$ cat src/amb_pkg.sv
// ---------------------------------------------------------------------------
// amb_pkg: shared types and constants for the affine matrix builder
// Fixed-point formats, CORDIC constants and the arctangent table.
// ---------------------------------------------------------------------------
package amb_pkg;

  typedef logic signed [31:0] q16_t;     // Q16.16 value
  typedef logic signed [15:0] ang_t;     // Q3.12 radians
  typedef logic signed [33:0] xy_t;      // CORDIC x / y, Q2.30 plus headroom
  typedef logic signed [32:0] zt_t;      // CORDIC residual angle, binary turns
  typedef logic signed [17:0] unit_t;    // sine / cosine, Q1.16 within +-1.0
  typedef logic signed [18:0] rot_t;     // rotation element, Q2.16

  typedef struct packed {
    xy_t x;
    xy_t y;
    zt_t z;
  } cordic_t;

  typedef struct packed {
    unit_t sx;
    unit_t cx;
    unit_t sy;
    unit_t cy;
    unit_t sz;
    unit_t cz;
  } trig_set_t;

  typedef struct packed {
    q16_t [2:0]       sc;
    q16_t [2:0]       mv;
    logic [2:0][1:0]  quad;
  } side_t;

  localparam int unsigned   ATAN_ENTRIES = 24;
  localparam logic [31:0]   GAIN_Q30     = 32'd652032874;
  localparam logic [30:0]   TURN_SCALE   = 31'd1367130551;
  localparam q16_t          ONE_Q16      = 32'sd65536;
  localparam logic [1:0]    ROW_LAST     = 2'd3;

  function automatic zt_t atan_turn(input int unsigned idx);
    zt_t v;
    unique case (idx)
      0:  v = 33'sd536870912;
      1:  v = 33'sd316933406;
      2:  v = 33'sd167458907;
      3:  v = 33'sd85004756;
      4:  v = 33'sd42667331;
      5:  v = 33'sd21354465;
      6:  v = 33'sd10679838;
      7:  v = 33'sd5340245;
      8:  v = 33'sd2670163;
      9:  v = 33'sd1335087;
      10: v = 33'sd667544;
      11: v = 33'sd333772;
      12: v = 33'sd166886;
      13: v = 33'sd83443;
      14: v = 33'sd41722;
      15: v = 33'sd20861;
      16: v = 33'sd10430;
      17: v = 33'sd5215;
      18: v = 33'sd2608;
      19: v = 33'sd1304;
      20: v = 33'sd652;
      21: v = 33'sd326;
      22: v = 33'sd163;
      23: v = 33'sd81;
      default: v = '0;
    endcase
    return v;
  endfunction

endpackage

$ cat src/amb_cordic_cell.sv
// ---------------------------------------------------------------------------
// amb_cordic_cell: one CORDIC rotation step for three angle lanes
// Holds x, y, z of each lane and hands them to the next cell.
// ---------------------------------------------------------------------------
module amb_cordic_cell
  import amb_pkg::*;
#(
  parameter int unsigned STEP = 0
) (
  input  logic             clk,
  input  logic             adv,
  input  cordic_t [2:0]    lane_in,
  output cordic_t [2:0]    lane_out
);

  localparam zt_t ATAN = atan_turn(STEP);

  cordic_t [2:0] lane_r;
  cordic_t [2:0] lane_nxt;

  always_comb begin
    for (int k = 0; k < 3; k++) begin
      xy_t xs;
      xy_t ys;
      xs = lane_in[k].x >>> STEP;
      ys = lane_in[k].y >>> STEP;
      if (lane_in[k].z >= 0) begin
        lane_nxt[k].x = lane_in[k].x - ys;
        lane_nxt[k].y = lane_in[k].y + xs;
        lane_nxt[k].z = lane_in[k].z - ATAN;
      end else begin
        lane_nxt[k].x = lane_in[k].x + ys;
        lane_nxt[k].y = lane_in[k].y - xs;
        lane_nxt[k].z = lane_in[k].z + ATAN;
      end
    end
  end

  // advance with the pipeline, hold on stall
  always_ff @(posedge clk) begin
    if (adv) begin
      lane_r <= lane_nxt;
    end
  end

  assign lane_out = lane_r;

endmodule

$ cat config.mk
export PLATFORM = sky130hd
export DESIGN_NAME = amb_cordic_cell
export DESIGN_NICKNAME = d
export VERILOG_FILES = /design/src/amb_pkg.sv /design/src/amb_cordic_cell.sv
export SDC_FILE = /design/constraint.sdc
export NUM_CORES = 1
export LEC_CHECK = 0
export BUFFER_PORTS_ARGS = -buffer_cell sky130_fd_sc_hd__buf_2
export CELL_PAD_IN_SITES_DETAIL_PLACEMENT = 0
export CELL_PAD_IN_SITES_GLOBAL_PLACEMENT = 1
export CORE_MARGIN = 3
export CORE_UTILIZATION = 45
export DETAILED_ROUTE_END_ITERATION = 10
export HOLD_SLACK_MARGIN = 0.02
export PLACE_DENSITY_LB_ADDON = 0.08
export SYNTH_ARGS = -nofsm -noshare
export SYNTH_HDL_FRONTEND = slang
export SYNTH_SLANG_ARGS = --single-unit
$ cat constraint.sdc
create_clock -name clk -period 7.27 [get_ports clk]
set_clock_uncertainty 0.1 [all_clocks]
set_input_delay 1.0905 -clock clk [delete_from_list [all_inputs] [get_ports clk]]
set_output_delay 1.0905 -clock clk [all_outputs]
set_load 0.005 [all_outputs]
# ---- Word-level counts from Yosys, hierarchy flattened
# Cells that the tools add are included.
# Widths: inputs -> output; s select.
dict set report word_totals {
  reg_bits 303
  in_bits 305
  output_inout_bits 303
  word_cells 30
}
dict set report op_classes {
  addsub 15
  magnitude_cmp 3
  n_mux 3
}
# cell n
set ops {}
lappend ops {{$mux 101} 3}
lappend ops {{$sub 34x34->34} 6}
lappend ops {{$add 34x34->34} 3}
lappend ops {{$add 33x31->33 const B} 3}
lappend ops {{$ge 33x1->1 const B} 3}
lappend ops {{$sub 33x31->33 const B} 3}

# ---- Depth between registers and ports, before layout
dict set report depth {
  depth_word 2
  depth_mapped 12
  ltp_nobuf 12
}

# ---- Least setup slack after synthesis
# No wires, ideal clock.
dict set report synth_path {
  kind {input port to flip-flop}
  startpoint {input lane_in[235] (netlist bit)}
  endpoint {register lane_r (netlist bit lane_out[267]), data pin}
  setup_ns 0.260
  arrival_ns 3.613
  t_required_ns 6.910
  setup_slack_ns 3.297
  stages 11
  n_path_buf 0
  cell_sequence {ha_1 > fa_1 > nor2b_1 > o311a_1 > o41a_1 > a311o_1 > o21ai_1 > nor4_1 > o32a_1 > a21oi_1 > xnor2_1}
}
# element line_no
set synth_rtl {}
lappend synth_rtl {{start: declaration} amb_cordic_cell.sv:12} ;# input cordic_t [2:0] lane_in,
lappend synth_rtl {{end signal: assignment} amb_cordic_cell.sv:42} ;# lane_r <= lane_nxt;
lappend synth_rtl {{end: declaration} amb_cordic_cell.sv:18} ;# cordic_t [2:0] lane_r;

==> flow_summary.yaml <==
outcome:
  status: "finished, final reports clean"
clock_network:
  clkTransAtPathRegs_ns: 0.06
  root_buffer: "clkbuf_16"
  h-tree-depth: 2
  clkSinkCount: 300
  cts_buffers: 39
  cts-hold-fix-buffers: 0
  postCtsSetupRepairBufs: 0
  cts_tree: "yes"
  cts_resized: 0
  clockBufferDepth: 3
worst_setup_path:
  crit_path_end_kind: "register"
  worst_setup_path_start_kind: "primary input"
  critPathArrivalTime_ns: 4.66
  crit_fanout: 4
  crit_type: "in2reg"
  critical_path_required_ns: 7.46
detailed_routing:
  drt-wirelength-per-cell_um: 23.1
  drc: 0
  antenna_left: 0
  viasPerCell: 5.86
  dr.first_iter.drc_count: 2409
  vias: 25300
  drt_first_pass_iters: 6
  wl_um: 99900
yosys:
  synthAdderAreaFrac_pct: 15.4
  synth_area_per_cell_um2: 8.84
  synth_compound_area_share_pct: 22.8
  ys_async_sr_fraction_pct: 0
  synthTopCellsByCount: "a21oi_1 (329), inv_1 (311), ha_1 (306), edfxtp_1 (300), nor2_1 (267)"
  ys_warn_count: 0
  synth-simple-area-share_pct: 13.3
  synth_edf_count: 300
  synth_top_family_by_area: "compound AO/OA/AOI/OAI gates"
  synth.cell_area_mm2: 0.0264
  synth_cells: 2985
  synth_xor_area_share_pct: 6.54
  ys_types: 86
  synthMostInstantiatedCell: "a21oi_1"
  synthMuxAreaShare_pct: 1.22
  seq_area_frac_synth_pct: 34.2
  ys.flop_type: "edfxtp_1"
  ys_ff_latch: 300
  netlist.top_cell.by_area: "edfxtp_1"
  yosys.area.top_type_share_pct: 34.2
  synth.net_count: 3608
  synth.area.top_cells: "edfxtp_1 (34%), ha_1 (15%), a21oi_1 (6.2%)"
timing:
  min_period_over_period_pct: 61.5
  fin_tns_setup_ns: 0
  rsz0062_at_grt: "no"
  tightest_slew_ns: 0.942
  max_slew_margin_pct: 37.2
  hold_ws_ns: 0.585
  max_freq_ghz: 0.224
  setup_viol: 0
  layout_setup_ws_ns: 2.80
  slew_violations: 0
  fin_crit_ns: 4.47
  final_hold_viol_count: 0
power_and_ir_drop:
  power-per-cell-area_mw_per_mm2: 208
  p_leak_nw: 14.1
  total_power_mw: 6.51
  ir_drop_v: 0.000185
floorplan:
  die_h_um: 248
  die_x_um: 248
  initial_core_util_pct: 45.6
  die_area_mm2: 0.0615
  fp.coreArea_mm2: 0.0578
  io_pins: 608
  row_count: 88
placement:
  dp_cells: 4235
  io_buffers: 607
  finalWeightedCongestion: 1.00
  place_hpwl_um: 79700
  preCtsSetupSlack_ns: 2.31
layout:
  final_layout_size_suffix_gt1_share_pct: 20.2
  fin_nets: 4134
  area_growth_pct: 18.6
  largest_register_ffs: 300
  instances_no_fill: 4317
global_route:
  overflow: 0
  grt_usage_pct: 30.9
  grt_max_degree: 106
  antenna_found_initial: 30
  first_global_vias: 24000
  grt_pass1_wl_um: 146000
worst_hold_path:
  min_path_type: "in2reg"
run:
  drv_cap: 0
power breakdown:
part | internal (mW) | switching, mW | leakage [nW]
clock | 1.29 | 0.798 | 0.661
combinational | 0.796 | 1.29 | 10.5
sequential | 2.24 | 0.104 | 2.94
total | 4.32 | 2.19 | 14.1
layout by cell type (no fill, tap or decap), types with 9 or more instances in the layout:
| cell | instances |
|---|---|
| buf_2 | 606 |
| a21oi_1 | 329 |
| inv_1 | 311 |
| ha_1 | 306 |
| edfxtp_1 | 300 |
| nor2_1 | 267 |
| o21ai_0 | 211 |
| xnor2_1 | 167 |
| nand2_1 | 157 |
| a21o_1 | 68 |
| nor3_1 | 54 |
| o21bai_1 | 51 |
| nor2b_1 | 45 |
| nand2b_1 | 43 |
| nand3_1 | 43 |
| clkbuf_16 | 40 |
| a211oi_1 | 36 |
| o31ai_1 | 33 |
| o211ai_1 | 31 |
| mux2i_1 | 31 |
| xor2_1 | 30 |
| o21a_1 | 25 |
| nand4_1 | 24 |
| nor4_1 | 23 |
| or3_1 | 21 |
| a31oi_1 | 20 |
| diode_2 | 14 |
| and3_1 | 13 |
| and2_1 | 13 |
| o221ai_1 | 12 |
| a211o_1 | 12 |
| fa_1 | 12 |
| o31a_1 | 10 |
| a2111oi_0 | 10 |
| or2_2 | 9 |
| buf_4 | 9 |
worst max-delay path: stages:
cell and delay, ns:
buf_2 0.12, ha_1 0.22, fa_1 0.47, nor2b_1 0.19, o311a_1 0.35, o41a_1 0.39
a21oi_1 0.58, o41ai_1 0.28, a31o_2 0.33, a21boi_0 0.30, o221ai_1 0.18, xnor2_1 0.16
cell families (layout without fill, tap and decap cells):
kind of cell / Yosys count / after routing
DFF: 300 / 300
adders and majority gates: 318 / 318
other: 0 / 14
buffers and inverters: 446 / 999
and+or+nand+nor: 739 / 739
xor gates and xnor gates: 197 / 197
muxes: 32 / 32
AOI/OAI and AO/OA: 953 / 953
per-stage QoR:
step                instance area, um2  util, %
floorplan                        26400        -
global placement                 29900     51.7
detailed placement               29900     51.7
CTS                              31300     54.1
global route                     31300     54.1
finish                           31300     54.1
per-layer routing:
metal	vias up	track usage [%]	wire, um
li1	11700	-	-
met5	-	0	177
met2	1199	49.7	45400
met4	28	10.3	3490
met1	12100	40.8	41200
met3	195	7.50	9650
worst paths after layout:
path | from | to | slack [ns] | cells past startpoint
setup / recovery | lane_in[235] | lane_out[295] | 2.80 | 12
hold / removal | lane_in[116] | lane_out[116] | 0.59 | 1
cell type report:
cell class                      count  area, um2
Clock inverter                     22        327
Clock buffer                       46       1020
Inverter                          314       1180
Timing Repair Buffer              617       3140
Tap cell                          765        957
Sequential cell                   300       9010
Antenna cell                       14       35.0
Fill cell                        5485      26500
Multi-Input combinational cell   2239      15600
Power figures use the tool's default switching activity.
